File: src/sv/tre_pkg.sv
`timescale 1ns / 1ps

package tre_pkg;

  // Offset counter width; run_start carries its low FIELD_W bits
  localparam int OFFSET_BITS = 48;
  localparam int FIELD_W     = 48;
  localparam int MINLEN_W    = 13;
  localparam int DATA_W      = 48;
  localparam int INDEX_W     = 2;

  // Depth of the queue between front and back
  localparam int QDEPTH  = 2;
  localparam int QPTR_W  = $clog2(QDEPTH);
  localparam int QCNT_W  = $clog2(QDEPTH + 1);

  localparam logic [FIELD_W-1:0] RUN_MAX = {FIELD_W{1'b1}};

  // Scan modes
  localparam logic [1:0] MODE_PRINTABLE = 2'd0;
  localparam logic [1:0] MODE_ALNUM     = 2'd1;
  localparam logic [1:0] MODE_TEXT      = 2'd2;
  localparam logic [1:0] MODE_IDENT     = 2'd3;

  // Opcodes
  localparam logic OP_DATA = 1'b0;
  localparam logic OP_END  = 1'b1;

  // Register indexes
  localparam logic [INDEX_W-1:0] REG_SCAN_MODE    = 2'd0;
  localparam logic [INDEX_W-1:0] REG_INCLUDE_WS   = 2'd1;
  localparam logic [INDEX_W-1:0] REG_MIN_LENGTH   = 2'd2;
  localparam logic [INDEX_W-1:0] REG_START_OFFSET = 2'd3;

  // Byte constants
  localparam logic [7:0] CH_NUL   = 8'h00;
  localparam logic [7:0] CH_TAB   = 8'h09;
  localparam logic [7:0] CH_SPACE = 8'h20;
  localparam logic [7:0] CH_BANG  = 8'h21;
  localparam logic [7:0] CH_TILDE = 8'h7E;
  localparam logic [7:0] CH_UNDER = 8'h5F;

  typedef struct packed {
    logic       opcode;
    logic [7:0] data_byte;
  } in_item_t;

  typedef struct packed {
    logic [FIELD_W-1:0] run_start;
    logic [FIELD_W-1:0] run_length;
  } out_item_t;

  typedef struct packed {
    logic [1:0]          scan_mode;
    logic                include_whitespace;
    logic [MINLEN_W-1:0] min_length;
    logic [FIELD_W-1:0]  start_offset;
  } cfg_t;

  // Classified item passed from front to back
  typedef struct packed {
    logic is_end;
    logic ok_first;
    logic ok_rest;
    logic is_nul;
  } cls_t;

endpackage

File: src/sv/tre_front.sv
`timescale 1ns / 1ps

module tre_front import tre_pkg::*; (
  input  logic     clk,
  input  logic     rst,
  input  cfg_t     cfg,
  input  logic     in_valid,
  output logic     in_stall,
  input  in_item_t in_item,
  output logic     push,
  output cls_t     push_cls,
  input  logic     q_full
);

  logic [7:0] c;
  logic       digit, letter, blank, printable, text;
  logic       ok;

  assign c = in_item.data_byte;

  // Byte class tests
  always_comb begin
    digit     = (c >= 8'h30) && (c <= 8'h39);
    letter    = ((c >= 8'h41) && (c <= 8'h5A)) || ((c >= 8'h61) && (c <= 8'h7A));
    blank     = (c == CH_SPACE) || (c == CH_TAB);
    printable = (c >= CH_SPACE) && (c <= CH_TILDE);
    text      = (c >= CH_BANG) && (c <= CH_TILDE);
  end

  // Select acceptance by mode
  always_comb begin
    ok = printable;
    push_cls.ok_first = 1'b0;
    push_cls.ok_rest  = 1'b0;
    unique case (cfg.scan_mode)
      MODE_PRINTABLE: ok = printable;
      MODE_ALNUM:     ok = letter || digit || (cfg.include_whitespace && blank);
      MODE_TEXT:      ok = cfg.include_whitespace ? (printable || blank) : text;
      MODE_IDENT:     ok = 1'b0;
      default:        ok = printable;
    endcase
    if (cfg.scan_mode == MODE_IDENT) begin
      push_cls.ok_first = (c == CH_UNDER) || letter;
      push_cls.ok_rest  = (c == CH_UNDER) || letter || digit;
    end else begin
      push_cls.ok_first = ok;
      push_cls.ok_rest  = ok;
    end
    push_cls.is_end = (in_item.opcode == OP_END);
    push_cls.is_nul = (c == CH_NUL);
  end

  // Accept whenever the queue has room, except during reset and while rst_hold is set
  logic rst_hold;
  always_ff @(posedge clk) begin
    rst_hold <= rst;
  end

  assign in_stall = q_full || rst || rst_hold;
  assign push     = in_valid && !in_stall;

endmodule

File: src/sv/tre_queue.sv
`timescale 1ns / 1ps

module tre_queue import tre_pkg::*; (
  input  logic clk,
  input  logic rst,
  input  logic push,
  input  cls_t push_cls,
  output logic full,
  output logic not_empty,
  output cls_t head,
  input  logic pop
);

  cls_t              slots [QDEPTH];
  logic [QPTR_W-1:0] wr_ptr;
  logic [QPTR_W-1:0] rd_ptr;
  logic [QCNT_W-1:0] count;

  assign full      = (count == QCNT_W'(QDEPTH));
  assign not_empty = (count != '0);
  assign head      = slots[rd_ptr];

  // Advance pointers and count
  always_ff @(posedge clk) begin
    if (rst) begin
      wr_ptr <= '0;
      rd_ptr <= '0;
      count  <= '0;
    end else begin
      if (push) begin
        wr_ptr <= (wr_ptr == QPTR_W'(QDEPTH - 1)) ? '0 : wr_ptr + 1'b1;
      end
      if (pop) begin
        rd_ptr <= (rd_ptr == QPTR_W'(QDEPTH - 1)) ? '0 : rd_ptr + 1'b1;
      end
      if (push && !pop) begin
        count <= count + 1'b1;
      end else if (pop && !push) begin
        count <= count - 1'b1;
      end
    end
  end

  // Store pushed items
  always_ff @(posedge clk) begin
    if (push) begin
      slots[wr_ptr] <= push_cls;
    end
  end

endmodule

File: src/sv/tre_back.sv
`timescale 1ns / 1ps

module tre_back import tre_pkg::*; (
  input  logic      clk,
  input  logic      rst,
  input  cfg_t      cfg,
  input  logic      load_offset,
  input  logic [FIELD_W-1:0] load_value,
  input  logic      q_not_empty,
  input  cls_t      q_head,
  output logic      pop,
  output logic      out_valid,
  input  logic      out_stall,
  output out_item_t out_item
);

  logic [OFFSET_BITS-1:0] byte_offset;
  logic [FIELD_W-1:0]     cur_start;
  logic [FIELD_W-1:0]     cur_len;

  logic [FIELD_W-1:0] need;
  logic               run_open;
  logic               ok;
  logic               long_enough;
  logic               terminated;
  logic               report;

  // Take the next item whenever the output slot is free or draining
  assign pop = q_not_empty && (!out_valid || !out_stall);

  always_comb begin
    need        = (cfg.min_length == '0) ? FIELD_W'(1) : FIELD_W'(cfg.min_length);
    run_open    = (cur_len != '0);
    ok          = run_open ? q_head.ok_rest : q_head.ok_first;
    long_enough = run_open && (cur_len >= need);
    terminated  = (cfg.scan_mode != MODE_IDENT) || (!q_head.is_end && q_head.is_nul);
    report      = pop && long_enough && terminated && (q_head.is_end || !ok);
  end

  // Update run state and offset
  always_ff @(posedge clk) begin
    if (rst) begin
      byte_offset <= '0;
      cur_len     <= '0;
      cur_start   <= '0;
    end else if (load_offset) begin
      byte_offset <= OFFSET_BITS'(load_value);
      cur_len     <= '0;
    end else if (pop) begin
      if (q_head.is_end) begin
        cur_len     <= '0;
        byte_offset <= OFFSET_BITS'(cfg.start_offset);
      end else begin
        byte_offset <= byte_offset + 1'b1;
        if (ok) begin
          if (!run_open) begin
            cur_start <= FIELD_W'(byte_offset);
          end
          if (cur_len != RUN_MAX) begin
            cur_len <= cur_len + 1'b1;
          end
        end else begin
          cur_len <= '0;
        end
      end
    end
  end

  // Hold the result until it is taken
  always_ff @(posedge clk) begin
    if (rst) begin
      out_valid <= 1'b0;
    end else if (!out_valid || !out_stall) begin
      out_valid <= report;
    end
  end

  always_ff @(posedge clk) begin
    if (report) begin
      out_item.run_start  <= cur_start;
      out_item.run_length <= cur_len;
    end
  end

endmodule

File: src/sv/text_run_extractor.sv
`timescale 1ns / 1ps

// Text run extractor: scans a file byte stream and reports each run of accepted
// bytes (printable, alphanumeric, ASCII text or C identifier, chosen by
// scan_mode) that reaches min_length, as its start offset and length. A run is
// reported when a rejected byte or the end marker closes it; identifier runs
// count only when a NUL byte ends them. The block takes one item per clock:
// while the queue has room: the front classifies each byte combinationally,
// a two-entry queue decouples it from the run tracker, and the tracker
// retires one item per cycle into an output register while not stalled,
// so a stalled result holds back intake only once the queue fills. Write
// configuration only while the block is idle; writing start_offset drops any
// open run and restarts the offset count.
module text_run_extractor import tre_pkg::*; (
  input  logic               clk,
  input  logic               rst,
  input  logic               wr_en,
  input  logic [INDEX_W-1:0] wr_index,
  input  logic [DATA_W-1:0]  wr_data,
  input  logic               in_valid,
  output logic               in_stall,
  input  in_item_t           in_item,
  output logic               out_valid,
  input  logic               out_stall,
  output out_item_t          out_item
);

  cfg_t cfg;
  logic push, q_full, q_not_empty, pop;
  cls_t push_cls, q_head;
  logic load_offset;

  // Configuration registers
  always_ff @(posedge clk) begin
    if (rst) begin
      cfg.scan_mode          <= MODE_ALNUM;
      cfg.include_whitespace <= 1'b1;
      cfg.min_length         <= MINLEN_W'(4);
      cfg.start_offset       <= '0;
    end else if (wr_en) begin
      unique case (wr_index)
        REG_SCAN_MODE:    cfg.scan_mode          <= wr_data[1:0];
        REG_INCLUDE_WS:   cfg.include_whitespace <= wr_data[0];
        REG_MIN_LENGTH:   cfg.min_length         <= wr_data[MINLEN_W-1:0];
        REG_START_OFFSET: cfg.start_offset       <= wr_data[FIELD_W-1:0];
        default: ;
      endcase
    end
  end

  assign load_offset = wr_en && (wr_index == REG_START_OFFSET);

  tre_front u_front (
    .clk      (clk),
    .rst      (rst),
    .cfg      (cfg),
    .in_valid (in_valid),
    .in_stall (in_stall),
    .in_item  (in_item),
    .push     (push),
    .push_cls (push_cls),
    .q_full   (q_full)
  );

  tre_queue u_queue (
    .clk       (clk),
    .rst       (rst),
    .push      (push),
    .push_cls  (push_cls),
    .full      (q_full),
    .not_empty (q_not_empty),
    .head      (q_head),
    .pop       (pop)
  );

  tre_back u_back (
    .clk         (clk),
    .rst         (rst),
    .cfg         (cfg),
    .load_offset (load_offset),
    .load_value  (wr_data[FIELD_W-1:0]),
    .q_not_empty (q_not_empty),
    .q_head      (q_head),
    .pop         (pop),
    .out_valid   (out_valid),
    .out_stall   (out_stall),
    .out_item    (out_item)
  );

endmodule
File: config.mk
export PLATFORM = sky130hd
export DESIGN_NAME = text_run_extractor
export DESIGN_NICKNAME = d
export VERILOG_FILES = /design/src/sv/tre_pkg.sv /design/src/sv/tre_front.sv /design/src/sv/tre_queue.sv /design/src/sv/tre_back.sv /design/src/sv/text_run_extractor.sv
export SDC_FILE = /design/constraint.sdc
export NUM_CORES = 1
export LEC_CHECK = 0
export BUFFER_PORTS_ARGS = -buffer_cell sky130_fd_sc_hd__buf_2
export CORE_AREA = 3 3 145 288
export DETAILED_ROUTE_END_ITERATION = 8
export DIE_AREA = 0 0 148 291
export PLACE_DENSITY = 0.49
export SETUP_SLACK_MARGIN = 0.3
export SYNTH_ARGS = -nofsm -noshare
export SYNTH_HDL_FRONTEND = slang
export SYNTH_SLANG_ARGS = --single-unit
File: constraint.sdc
create_clock -name clk -period 20 [get_ports clk]
set_input_delay 4 -clock clk [delete_from_list [all_inputs] [get_ports clk]]
set_output_delay 4 -clock clk [all_outputs]
set_load 0.005 [all_outputs]
Yosys cells after proc, flatten, opt, wreduce, memory -nomap -nowiden

Memory sizes are Yosys's and may differ from the RTL's. A register that Yosys moved wholly into a read port is not among the register bits.
Index checks and enable logic that the tools add are counted.

Flip-flop bits (word level): 310
Bits in writable memories: 8
Bits of input ports: 64
Output and inout port bits: 98
Word-level logic and storage cells: 116
Memories: 1

Add/sub/neg operators: 6
Order comparisons: 10
Equal/unequal tests: 13
Muxes and demuxes: 19
Bitwise logic cells: 3
Reductions and logical operators: 50

Memories:

| name          | words | bits a word | rd ports | clocked after Yosys merged registers in | write ports | RTL line        | RTL |
|---|---|---|---|---|---|---|---|
| u_queue.slots | 2     | 4           | 1        | 1                                       | 1           | tre_queue.sv:14 | `cls_t slots [QDEPTH];` |

Operator list:

| operator                | count |
|---|---|
| $mux W48                | 6 |
| $add A48 B1 Y48 const B | 2 |
| $ge A48 B48 Y1          | 1 |
| $ne A48 B48 Y1 const B  | 1 |
| $reduce_bool A48 Y1     | 1 |
| $ge A8 B6 Y1 const B    | 3 |
| $le A8 B7 Y1 const B    | 3 |
| $ge A8 B7 Y1 const B    | 2 |
| $logic_and A1 B1 Y1     | 16 |
| $logic_not A13 Y1       | 1 |
| $mux W13                | 1 |
| $logic_or A1 B1 Y1      | 12 |
| $eq A2 B2 Y1 const B    | 5 |
| $reduce_and A2 Y1       | 5 |
| $eq A8 B4 Y1 const B    | 1 |
| $eq A8 B6 Y1 const B    | 1 |
| $eq A8 B7 Y1 const B    | 1 |
| $le A8 B6 Y1 const B    | 1 |
| $logic_not A8 Y1        | 1 |
| $mux W1                 | 8 |
| $logic_not A1 Y1        | 7 |
| $mux W2                 | 3 |
| $reduce_bool A2 Y1      | 3 |
| $reduce_and A5 Y1       | 1 |
| other kinds (10)        | 15 |

Depth between registers and ports, before layout

Gate-level depths: netlist of the first run.

Depth in word-level cells: 9
Gate-level depth with buffers: 10
Mapped depth without buffers: 10

Modules after synthesis

From an unflattened synthesis of the first run, not the netlist that was laid out.

Cell total of the unflattened synthesis: 1555
Area, all modules: 14924.3 um^2

By module, submodules not included:

| module             | times used | cells each | area an instance (um^2) | sequential area each (um^2) |
|---|---|---|---|---|
| tre_back           | 1          | 1211       | 11297.1                 | 5785.5 |
| text_run_extractor | 1          | 266        | 2826.5                  | 1281.2 |
| tre_queue          | 1          | 34         | 495.5                   | 340.3 |
| tre_front          | 1          | 44         | 305.3                   | 20.0 |

Least setup slack after synthesis of the first run

Ideal clock, no wire load.

Path kind: input port to flip-flop
From: in out_stall
To: reg u_back.out_item[0] (netlist name)
Setup time: 0.552 ns
Data arrival time: 9.229 ns
Required time: 19.448 ns
Path slack: 10.220 ns
Stages on the path: 7
Path buffers: 3
Path through: nand2_1 > o21a_1 > clkbuf_1 > buf_1 > buf_1 > nand3_1 > nor2_1

Word-level cells in the longest chain between the ends: 6

RTL lines:

| what                              | RTL line                 | RTL |
|---|---|---|
| from (decl)                       | text_run_extractor.sv:24 | `input logic out_stall,` |
| $logic_not A1 Y1                  | tre_back.sv:29           | `assign pop = q_not_empty && (!out_valid \|\| !out_stall);` |
| $logic_or A1 B1 Y1                | tre_back.sv:29           |  |
| $logic_and A1 B1 Y1               | tre_back.sv:29           |  |
| $logic_and A1 B1 Y1 (3 in series) | tre_back.sv:37           | `report = pop && long_enough && terminated && (q_head.is_end \|\| !ok);` |
| net u_back.report                 | tre_back.sv:26           | `logic report;` |

The timed path passes the listed nets, and every way through them passes these cells.
A chain may end at the register's enable or synchronous reset.

Final worst setup path of the first run

From: in rst
To: out in_stall

Word-level cells in the longest chain between the ends: 2

RTL lines:

| what                             | RTL line                 | RTL |
|---|---|---|
| from (decl)                      | text_run_extractor.sv:16 | `input logic rst,` |
| $logic_or A1 B1 Y1 (2 in series) | tre_front.sv:59          | `assign in_stall = q_full \|\| rst \|\| rst_hold;` |
| to (decl)                        | text_run_extractor.sv:21 | `output logic in_stall,` |

Every way passes these cells.

==> results of run 1 <==
synthesized netlist by cell type, types with 3 or more instances:
cell type,instances,area (um^2)
xor2_1,25,219
mux2i_1,4,40.0
a31o_2,5,43.8
or2_2,3,18.8
o32ai_1,4,35.0
ha_1,20,250
mux2_2,3,33.8
or3_1,13,81.3
clkbuf_1,64,240
o22ai_1,5,31.3
nand2_1,286,1070
nor4_2,4,50.1
nand4_1,26,163
nor3b_1,3,22.5
buf_4,5,37.5
o2111ai_1,6,52.6
edfxtp_1,104,3120
buf_2,10,50.1
o211ai_1,9,67.6
inv_1,27,101
nor4_1,18,113
nor3_1,29,145
and4_1,16,140
dfxtp_1,215,4300
nand2b_1,3,18.8
o31ai_1,7,52.6
o21ai_0,53,265
a21boi_0,6,45.0
and3_1,18,113
nor2b_1,5,31.3
a21o_1,9,67.6
buf_1,11,41.3
a211oi_1,17,128
nand3_1,57,285
o221ai_1,14,123
xnor2_1,18,158
or4_1,6,45.0
a211o_1,4,35.0
and2_1,7,43.8
nor2_1,111,417
a31oi_1,12,75.1
a21oi_1,221,1110
layout make-up:
type,count,area share [%]
repair buffers,179,5.93
flip-flops and latches,319,46.0
clock inverters,22,1.09
diodes,1,0.0155
multi-input cells,1083,37.2
well taps,525,4.07
clock buffers,35,4.96
inverters,28,0.651
report_power, final:
part           switching, mW  leakage (nW)  total (mW)  internal (mW)
registers             0.0587          2.82       0.770          0.711
logic                  0.265          2.53       0.388          0.123
clock network          0.256         0.467       0.570          0.314
state kept, by name, indices dropped and copies added (netlist names), named ones only:
| name | flops |
|---|---|
| u_back.out_item | 96 |
| cfg | 64 |
| u_back.byte_offset | 48 |
| u_back.cur_len | 48 |
| u_back.cur_start | 48 |
| u_queue.slots | 8 |
| u_queue.count | 2 |
| u_back.out_valid | 1 |
| u_front.rst_hold | 1 |
| u_queue.rd_ptr | 1 |
| u_queue.wr_ptr | 1 |
cells by family (layout without fill, tap and decap cells):
family | after synthesis | count (layout)
buffers and inverters | 120 | 264
XOR/XNOR | 43 | 43
AO/OA/AOI/OAI | 393 | 393
other | 0 | 1
AND/OR/NAND/NOR | 620 | 620
adder cells (fa/ha/maj) | 20 | 20
flip-flops | 319 | 319
multiplexers | 7 | 7
metal layers:
metal | vias up | wire length, um | GRT usage (%)
met5 | - | 13 | 0
met4 | 2 | 1730 | 7.83
met3 | 82 | 1710 | 2.60
met2 | 260 | 24900 | 39.9
met1 | 5599 | 15300 | 19.7
li1 | 5708 | - | -
through the flow:
step / hold slack, ps / setup slack, ps / cell area (um^2) / utilization (%) / std cells
global route: 430 / 11130 / 16100 / 40.6 / 2191
global placement: 416 / 11200 / 15200 / 38.2 / 2134
detailed placement: 416 / 11200 / 15200 / 38.2 / 2134
finish: 428 / 11220 / 16100 / 40.6 / 2192
floorplan: 403 / 10220 / 13900 / - / 1522
CTS: 431 / 11200 / 16100 / 40.6 / 2191
cell usage in the layout, fill, tap and decap left out, types with 9 or more instances in the layout:
| master | netlist | final |
|---|---|---|
| dfxtp_1 | 215 | 215 |
| nand2_1 | 286 | 286 |
| o221ai_1 | 14 | 14 |
| buf_2 | 10 | 160 |
| xor2_1 | 25 | 25 |
| or3_1 | 13 | 13 |
| inv_1 | 27 | 27 |
| and3_1 | 18 | 17 |
| xnor2_1 | 18 | 18 |
| o211ai_1 | 9 | 9 |
| clkbuf_16 | 0 | 31 |
| edfxtp_1 | 104 | 104 |
| nand4_1 | 26 | 26 |
| nand3_1 | 57 | 56 |
| nor4_1 | 18 | 17 |
| nor2_1 | 111 | 110 |
| a31oi_1 | 12 | 12 |
| buf_4 | 5 | 18 |
| o21ai_0 | 53 | 53 |
| and4_1 | 16 | 16 |
| a21o_1 | 9 | 9 |
| a21oi_1 | 221 | 221 |
| ha_1 | 20 | 20 |
| nor3_1 | 29 | 29 |
| a211oi_1 | 17 | 17 |
how the worst max path moves through the flow:
stage / start / to / cells after the start
2_1_floorplan: out_stall / u_back.out_item[0] / 7
3_3_place_gp: rst / in_stall / 4
3_5_place_dp: rst / in_stall / 4
4_1_cts: rst / in_stall / 4
5_1_grt: rst / in_stall / 4
6_report: rst / in_stall / 4
==> metrics.md, run 1 <==
| Metric | Value |
|---|---|
| Status | complete, no violations |
| CTS max path bufs | 3 |
| # Post-CTS Setup Buffers | 0 |
| DR vias | 11700 |
| Xor and xnor area share after synthesis | 2.71% |
| Crit path launch type | primary input |
| Setup total negative slack | 0 ps |
| Post-layout nets | 1726 |
| Peak VDD IR | 88.8 uV |
| Synth Area in Simple Gates | 21.2% |
| Core region area | 0.0397 mm^2 |
| 1st-iter DRT viols | 439 |
| Hold Path Stages | 0 |
| GRT Overall Usage | 19.8% |
| CP peak stage delay | 350 ps |
| Detailed Place HPWL | 30600 um |
| Die ar. | 0.0431 mm^2 |
| Gr ovfl total | 0 |
| WHS Endpoint | u_back.out_item[51] |
| Total power per unit cell area | 107 mW/mm^2 |
| Clock transition at path regs | 60 ps |
| Relative slew slack | 20.9% |
| R2R Path Start | u_back.cur_len[16] |
| H-Tree Level Count | 1 |
| Hold wc startpoint | u_back.cur_start[3] |
| Leakage | 5.82 nW |
| Synth Instances | 1522 |
| WP data arrival | 4780 ps |
| Hold WC Path Type | reg2reg |
| Area taken by multi-input logic gates | 0.00601 mm^2 |
| First-pass GRT wire length | 67000 um |
| Yosys Warn Count | 0 |
| DRC | 0 |
| Worst path required time | 16000 ps |
| Synth Area in Compound Gates | 16.7% |
| TritonCTS clock tree | yes |
| Fmax | 0.114 GHz |
| Vias per cell | 5.32 |
| Starting density of the core | 35.0% |
| Final setup fails | 0 |
| RSZ-0062 raised after global routing | false |
| Vias in the first global route | 11500 |
| Post-Syn Area | 0.0139 mm^2 |
| Clk Latency, worst-skew pair | 580 ps |
| Hold buffer count at CTS | 0 |
| Main synth FF type | dfxtp_1 |
| Final wirelength | 43700 um |
| Final Total Pwr | 1.73 mW |
| Synth Area in Adders | 1.80% |
| Resized cells post-CTS | 0 |
| Initial antenna violation count | 2 |
| Die span in y | 291 um |
| Tcrit/Tclk final | 43.9% |
| Largest family of logic cells by synthesized area | simple AND/OR/NAND/NOR gates |
| CP Buf/Inv Count | 3 |
| Post-synth EDFFs | 104 |
| Layout cell share with drive strength beyond 1 | 15.7% |
| Slowest cell on the critical path | a211oi_1 |
| # clock sinks | 319 |
| Crit Path Category | in2out |
| Crit Path Max Fanout | 33 |
| Async SR Flop Fraction | 0% |
| R2R Path End | u_back.out_item[58] |
| Clock skew | 16.5 ps |
| IO Port Bufs | 161 |
| Flop2flop setup slack | 15350 ps |
| RD Place Congestion | 0.879 |
| Post-synthesis sequential area ratio | 53.5% |
| CTS root buffer | clkbuf_16 |
| Pin count of the biggest net entering global routing | 142 |
| Netlist cell types | 70 |
| Routed WL per cell | 19.9 um |
| Post-Syn Nets | 1606 |
| First-pass detailed-route iteration total | 4 |
| Area Growth Syn to Fin | 16.2% |
| FILL cells | 4114 |
| Mux cell area share after synthesis | 0.532% |
| Final ANT Viol Nets | 0 |
| Hold Fails Final Rpt | 0 |
| CP top delay family | buffers and inverters |
| Chip Width | 148 um |
| CP cell instances | buf_4, a211oi_1, inv_1, buf_2 |
| Rows | 103 |
| Slew Viols, Final | 0 |
| Critical path endpoint category | primary output |
| Worst-margin pin slew | 1180 ps |
| Reg2Reg Depth | 8 |
| Io pins | 162 |
| Tmin final | 8780 ps |
| FF/Latch Area | 0.00743 mm^2 |
| Seq cells post-synth | 319 |
| CTS buffer count | 31 |
| Mapped Avg Cell Area | 9.13 um^2 |
| Max-Cap Viols | 0 |
No activity file was read; power rests on OpenSTA's default activity.
==> inputs of run 2 (changes only) <==
- clock period: 20 -> 8.3 ns (I/O delays scaled with it)
==> metrics.md, run 2 (synthesized netlist as in run 1, its figures left out) <==
| Metric | Value |
|---|---|
| Largest register FFs | 96 (unchanged) |
| RSZ-0062 raised after global routing | false |
| First-pass detailed-route iteration total | 5 (+1) |
| RD Place Congestion | 0.924 (+5.0%) |
| Pin count of the biggest net entering global routing | 86 (-39%) |
| Hold Fails Final Rpt | 0 (unchanged) |
| First-pass GRT wire length | 67700 um (+0.95%) |
| Crit Path Max Fanout | 47 (+42%) |
| Slew Viols, Final | 0 (unchanged) |
| CTS root buffer | clkbuf_16 |
| Status | complete, no violations |
| Die span in y | 291 um (unchanged) |
| Detailed Place HPWL | 31600 um (+3.1%) |
| # Post-CTS Setup Buffers | 0 (unchanged) |
| Vias per cell | 5.40 (+1.7%) |
| Rows | 103 (unchanged) |
| CTS buffer count | 30 (-3.2%) |
| Area Growth Syn to Fin | 16.2% (about the same) |
| Layout cell share with drive strength beyond 1 | 15.6% (-0.12 points) |
| Die ar. | 0.0431 mm^2 (unchanged) |
| Post-layout nets | 1726 (unchanged) |
| Final hold slack | 429 ps (+1.27 ps) |
| GRT Overall Usage | 20.0% (+0.24 points) |
| Setup total negative slack | 0 ps (unchanged) |
| Clock skew | 12.1 ps (-4.42 ps) |
| Hold buffer count at CTS | 0 (unchanged) |
| IO Port Bufs | 161 (unchanged) |
| Crit Path Category | in2reg |
| Crit path launch type | primary input |
| Final setup fails | 0 (unchanged) |
| Final wirelength | 44100 um (+1.1%) |
| Tcrit/Tclk final | 54.7% |
| Io pins | 162 (unchanged) |
| Tmin final | 4540 ps |
| TritonCTS clock tree | yes |
| Chip Width | 148 um (unchanged) |
| Worst-margin pin slew | 1080 ps (-96.7 ps) |
| Relative slew slack | 27.3% (+6.4 points) |
| Peak VDD IR | 185 uV (+110%) |
| WP data arrival | 4950 ps (+170 ps) |
| Final ANT Viol Nets | 0 (unchanged) |
| Starting density of the core | 35.0% (unchanged) |
| 1st-iter DRT viols | 508 (+16%) |
| Vias in the first global route | 11700 (+1.5%) |
| CTS max path bufs | 3 (unchanged) |
| Leakage | 5.83 nW (+0.20%) |
| Initial antenna violation count | 2 (unchanged) |
| Resized cells post-CTS | 0 (unchanged) |
| Total power per unit cell area | 258 mW/mm^2 (+140%) |
| Top reg by flops | u_back.out_item |
| Routed WL per cell | 20.1 um (+1.1%) |
| # clock sinks | 319 (unchanged) |
| Fmax | 0.220 GHz |
| Most frequent cells in the layout | 286 x nand2_1, 221 x a21oi_1, 215 x dfxtp_1 |
| DR vias | 11900 (+1.7%) |
| Gr ovfl total | 0 (unchanged) |
| H-Tree Level Count | 1 (unchanged) |
| Max-Cap Viols | 0 (unchanged) |
| Largest regs | u_back.out_item (96), cfg (64) |
| Clock transition at path regs | 70 ps (about the same) |
| Critical path endpoint category | flip-flop |
| Commonest non-fill, non-tap cell in the layout | nand2_1 |
| Worst path required time | 8710 ps (-7290 ps) |
| Core region area | 0.0397 mm^2 (unchanged) |
| Hold WC Path Type | reg2reg |
| DRC | 0 (unchanged) |
| Clk Latency, worst-skew pair | 570 ps (about the same) |
run 2: area by class of cell:
cell class	count	area, um^2
diodes	2	5.00
clock buffers	39	837
multi-input cells	1083	6010
clock inverters	17	144
inverters	28	105
well taps	525	657
repair buffers	180	951
flip-flops and latches	319	7430
fillers	4130	23600
run 2: metal layers:
| layer | vias up | GRT usage, % | wire [um] | part of all wire [%] |
|---|---|---|---|---|
| met4 | 0 | 10.6 | 2450 | 5.5 |
| met3 | 107 | 2.32 | 1740 | 3.9 |
| met2 | 330 | 38.7 | 24500 | 55 |
| met1 | 5705 | 20.5 | 15500 | 35 |
| li1 | 5708 | - | - | - |
| met5 | - | 0 | 0 | 0 |
run 2: final timing paths:
| check | cells past startpoint | start | slack, ps | endpoint |
|---|---|---|---|---|
| max reg2reg | 9 | u_queue.count[0] | 4590 | u_back.cur_start[25] |
| max | 11 | out_stall | 3760 | u_back.cur_start[25] |
| min | 0 | u_back.cur_start[2] | 430 | u_back.out_item[50] |
| min reg2reg | 0 | u_back.cur_start[2] | 430 | u_back.out_item[50] |
run 2: power breakdown:
part,total (mW),leakage [nW],switching (mW),internal (mW)
logic,0.920,2.53,0.627,0.293
registers,1.86,2.82,0.145,1.71
clock network,1.39,0.479,0.614,0.775
run 2: worst max-delay path, stage by stage:
cell and delay, ps:
buf_2 100, nand2_1 90, o21a_1 130, buf_4 500, clkinv_1 180, nand2_1 660
nand2_1 170, or4_1 830, buf_4 400, nand2_1 110, a21oi_1 60
run 2: stage by stage:
stage | utilization [%] | worst slack [ps] | power, mW | area [um^2] | std cells
3_3_place_gp | 38.2 | 3170 | 2.81 | 15100 | 2135
2_1_floorplan | - | 860 | 2.48 | 13900 | 1522
3_5_place_dp | 38.2 | 3110 | 2.82 | 15100 | 2135
5_1_grt | 40.6 | 3520 | 4.38 | 16100 | 2192
4_1_cts | 40.6 | 3710 | 4.23 | 16100 | 2191
6_report | 40.6 | 3760 | 4.17 | 16100 | 2193
==> inputs of run 3 (changes only) <==
- PLACE_DENSITY: 0.49 -> 0.51
- clock period: 8.3 -> 4 ns (I/O delays scaled with it)
==> metrics.md, run 3 (synthesized netlist as in run 1, its figures left out) <==
| Metric | Value |
|---|---|
| Area Growth Syn to Fin | 17.3% |
| 1st-iter DRT viols | 508 (unchanged) |
| Die ar. | 0.0431 mm^2 (unchanged) |
| Top reg by flops | u_back.out_item |
| Core region area | 0.0397 mm^2 (unchanged) |
| Die span in y | 291 um (unchanged) |
| Slew Viols, Final | 0 (unchanged) |
| Leakage | 5.92 nW (+1.6%) |
| WP data arrival | 3560 ps (-1390 ps) |
| Worst-margin pin slew | 1030 ps (-45.3 ps) |
| Final hold slack | 427 ps (-1.87 ps) |
| CTS root buffer | clkbuf_16 |
| Final Core Density | 41.0% (+0.39 points) |
| Worst path required time | 4240 ps (-4470 ps) |
| DR vias | 11700 (-1.3%) |
| Peak VDD IR | 347 uV (+88%) |
| Tcrit/Tclk final | 83.0% |
| Initial antenna violation count | 1 (-1) |
| Commonest non-fill, non-tap cell in the layout | nand2_1 |
| First-pass detailed-route iteration total | 4 (-1) |
| DRC | 0 (unchanged) |
| Rows | 103 (unchanged) |
| Fmax | 0.301 GHz |
| Detailed Place HPWL | 31100 um (-1.5%) |
| Status | complete, no violations |
| RD Place Congestion | 0.905 (-2.0%) |
| Critical path endpoint category | flip-flop |
| IO Port Bufs | 161 (unchanged) |
| Resized cells post-CTS | 0 (unchanged) |
| CP cell instances | nor4_1, nand4_1, or4_4, o211ai_4, nand3_2, nor2_4, buf_4 |
| CP top delay family | simple AND/OR/NAND/NOR gates |
| GRT Overall Usage | 19.7% (-0.33 points) |
| FILL cells | 4100 (-0.73%) |
| TritonCTS clock tree | yes |
| Starting density of the core | 35.0% (unchanged) |
| Hold WC Path Type | in2reg |
| Most frequent cells in the layout | 286 x nand2_1, 221 x a21oi_1, 215 x dfxtp_1 |
| Final setup fails | 0 (unchanged) |
| H-Tree Level Count | 1 (unchanged) |
| Routed WL per cell | 19.7 um (-2.2%) |
| Crit Path Max Fanout | 19 (-60%) |
| Vias in the first global route | 11800 (+0.96%) |
| FF/Latch Area | 0.00743 mm^2 (unchanged) |
| Post-layout nets | 1741 (+0.87%) |
| Layout cell share with drive strength beyond 1 | 16.4% (+0.83 points) |
| Final wirelength | 43400 um (-1.7%) |
| Max-Cap Viols | 0 (unchanged) |
| Tmin final | 3320 ps |
| Gr ovfl total | 0 (unchanged) |
| Diode count | 0 (-2) |
| Hold Fails Final Rpt | 0 (unchanged) |
| Clock skew | 24.3 ps (+12.2 ps) |
| Final instance area | 0.0163 mm^2 (+0.97%) |
| Area taken by multi-input logic gates | 0.00602 mm^2 (+0.23%) |
| Crit Path Category | reg2reg |
| # Post-CTS Setup Buffers | 0 (unchanged) |
| First-pass GRT wire length | 67100 um (-0.90%) |
| # clock sinks | 319 (unchanged) |
| Largest regs | u_back.out_item (96), cfg (64) |
| Setup total negative slack | 0 ps (unchanged) |
| CP peak stage delay | 630 ps (-200 ps) |
| Hold buffer count at CTS | 0 (unchanged) |
| CTS max path bufs | 3 (unchanged) |
| Slowest cell on the critical path | or4_4 |
| Area post-placement | 0.0153 mm^2 (+1.1%) |
| Chip Width | 148 um (unchanged) |
| Vias per cell | 5.31 (-1.8%) |
| Largest register FFs | 96 (unchanged) |
| Io pins | 162 (unchanged) |
| CTS buffer count | 29 (-3.3%) |
| Total power per unit cell area | 530 mW/mm^2 (+110%) |
| Final ANT Viol Nets | 0 (unchanged) |
| Pin count of the biggest net entering global routing | 65 (-24%) |
| Crit path launch type | flip-flop |
| Clock transition at path regs | 70 ps (about the same) |
| Clk Latency, worst-skew pair | 570 ps (about the same) |
| RSZ-0062 raised after global routing | false |
| CP Buf/Inv Count | 1 (-3) |
| Relative slew slack | 30.8% (+3.4 points) |
## run 3: cell types whose count changed in the layout (fill, tap and decap cells not counted), sizes merged
cell,previous run,this run
clkinvlp,2,0
diode,2,0
buf,180,196
clkbuf,39,37
bufinv,2,3
## run 3: per-layer routing
metal / track usage (%) / routed length (um) / vias up
li1: - / - / 5731
met1: 20.0 / 15500 / 5596
met2: 38.8 / 24200 / 262
met3: 1.95 / 1330 / 110
met4: 9.81 / 2350 / 2
met5: 0 / 7 / -
## run 3: path summary, 6_finish.rpt
kind / startpoint / endpoint / slack (ps) / depth (start not counted)
max: u_back.cur_len[29] / u_back.out_item[78] / 680 / 7
min: in_item[8] / u_queue.slots[0][3] / 430 / 1
max reg2reg: u_back.cur_len[29] / u_back.out_item[78] / 680 / 7
min reg2reg: u_back.cur_start[11] / u_back.out_item[59] / 430 / 0
## run 3: layout make-up
class,instances,share of cell area (%)
timing repair buffer,196,6.80
sequential,319,45.6
tap,525,4.03
inverter,28,0.645
clock buffer,37,4.95
clock inverter,16,1.01
multi-input combinational,1083,37.0
## run 3: metrics by stage
| stage | setup WS (ps) | power (mW) | cells |
|---|---|---|---|
| after detailed placement | 662 | 5.83 | 2151 |
| after global routing | 506 | 9.08 | 2204 |
| final | 680 | 8.64 | 2204 |
| after CTS | 644 | 8.74 | 2204 |
| after global placement | 702 | 5.80 | 2151 |
| after floorplan | 300 | 5.16 | 1522 |
## run 3: power by group
| group | switching (mW) | internal [mW] |
|---|---|---|
| clock | 1.26 | 1.62 |
| combinational | 1.29 | 0.639 |
| sequential | 0.274 | 3.55 |
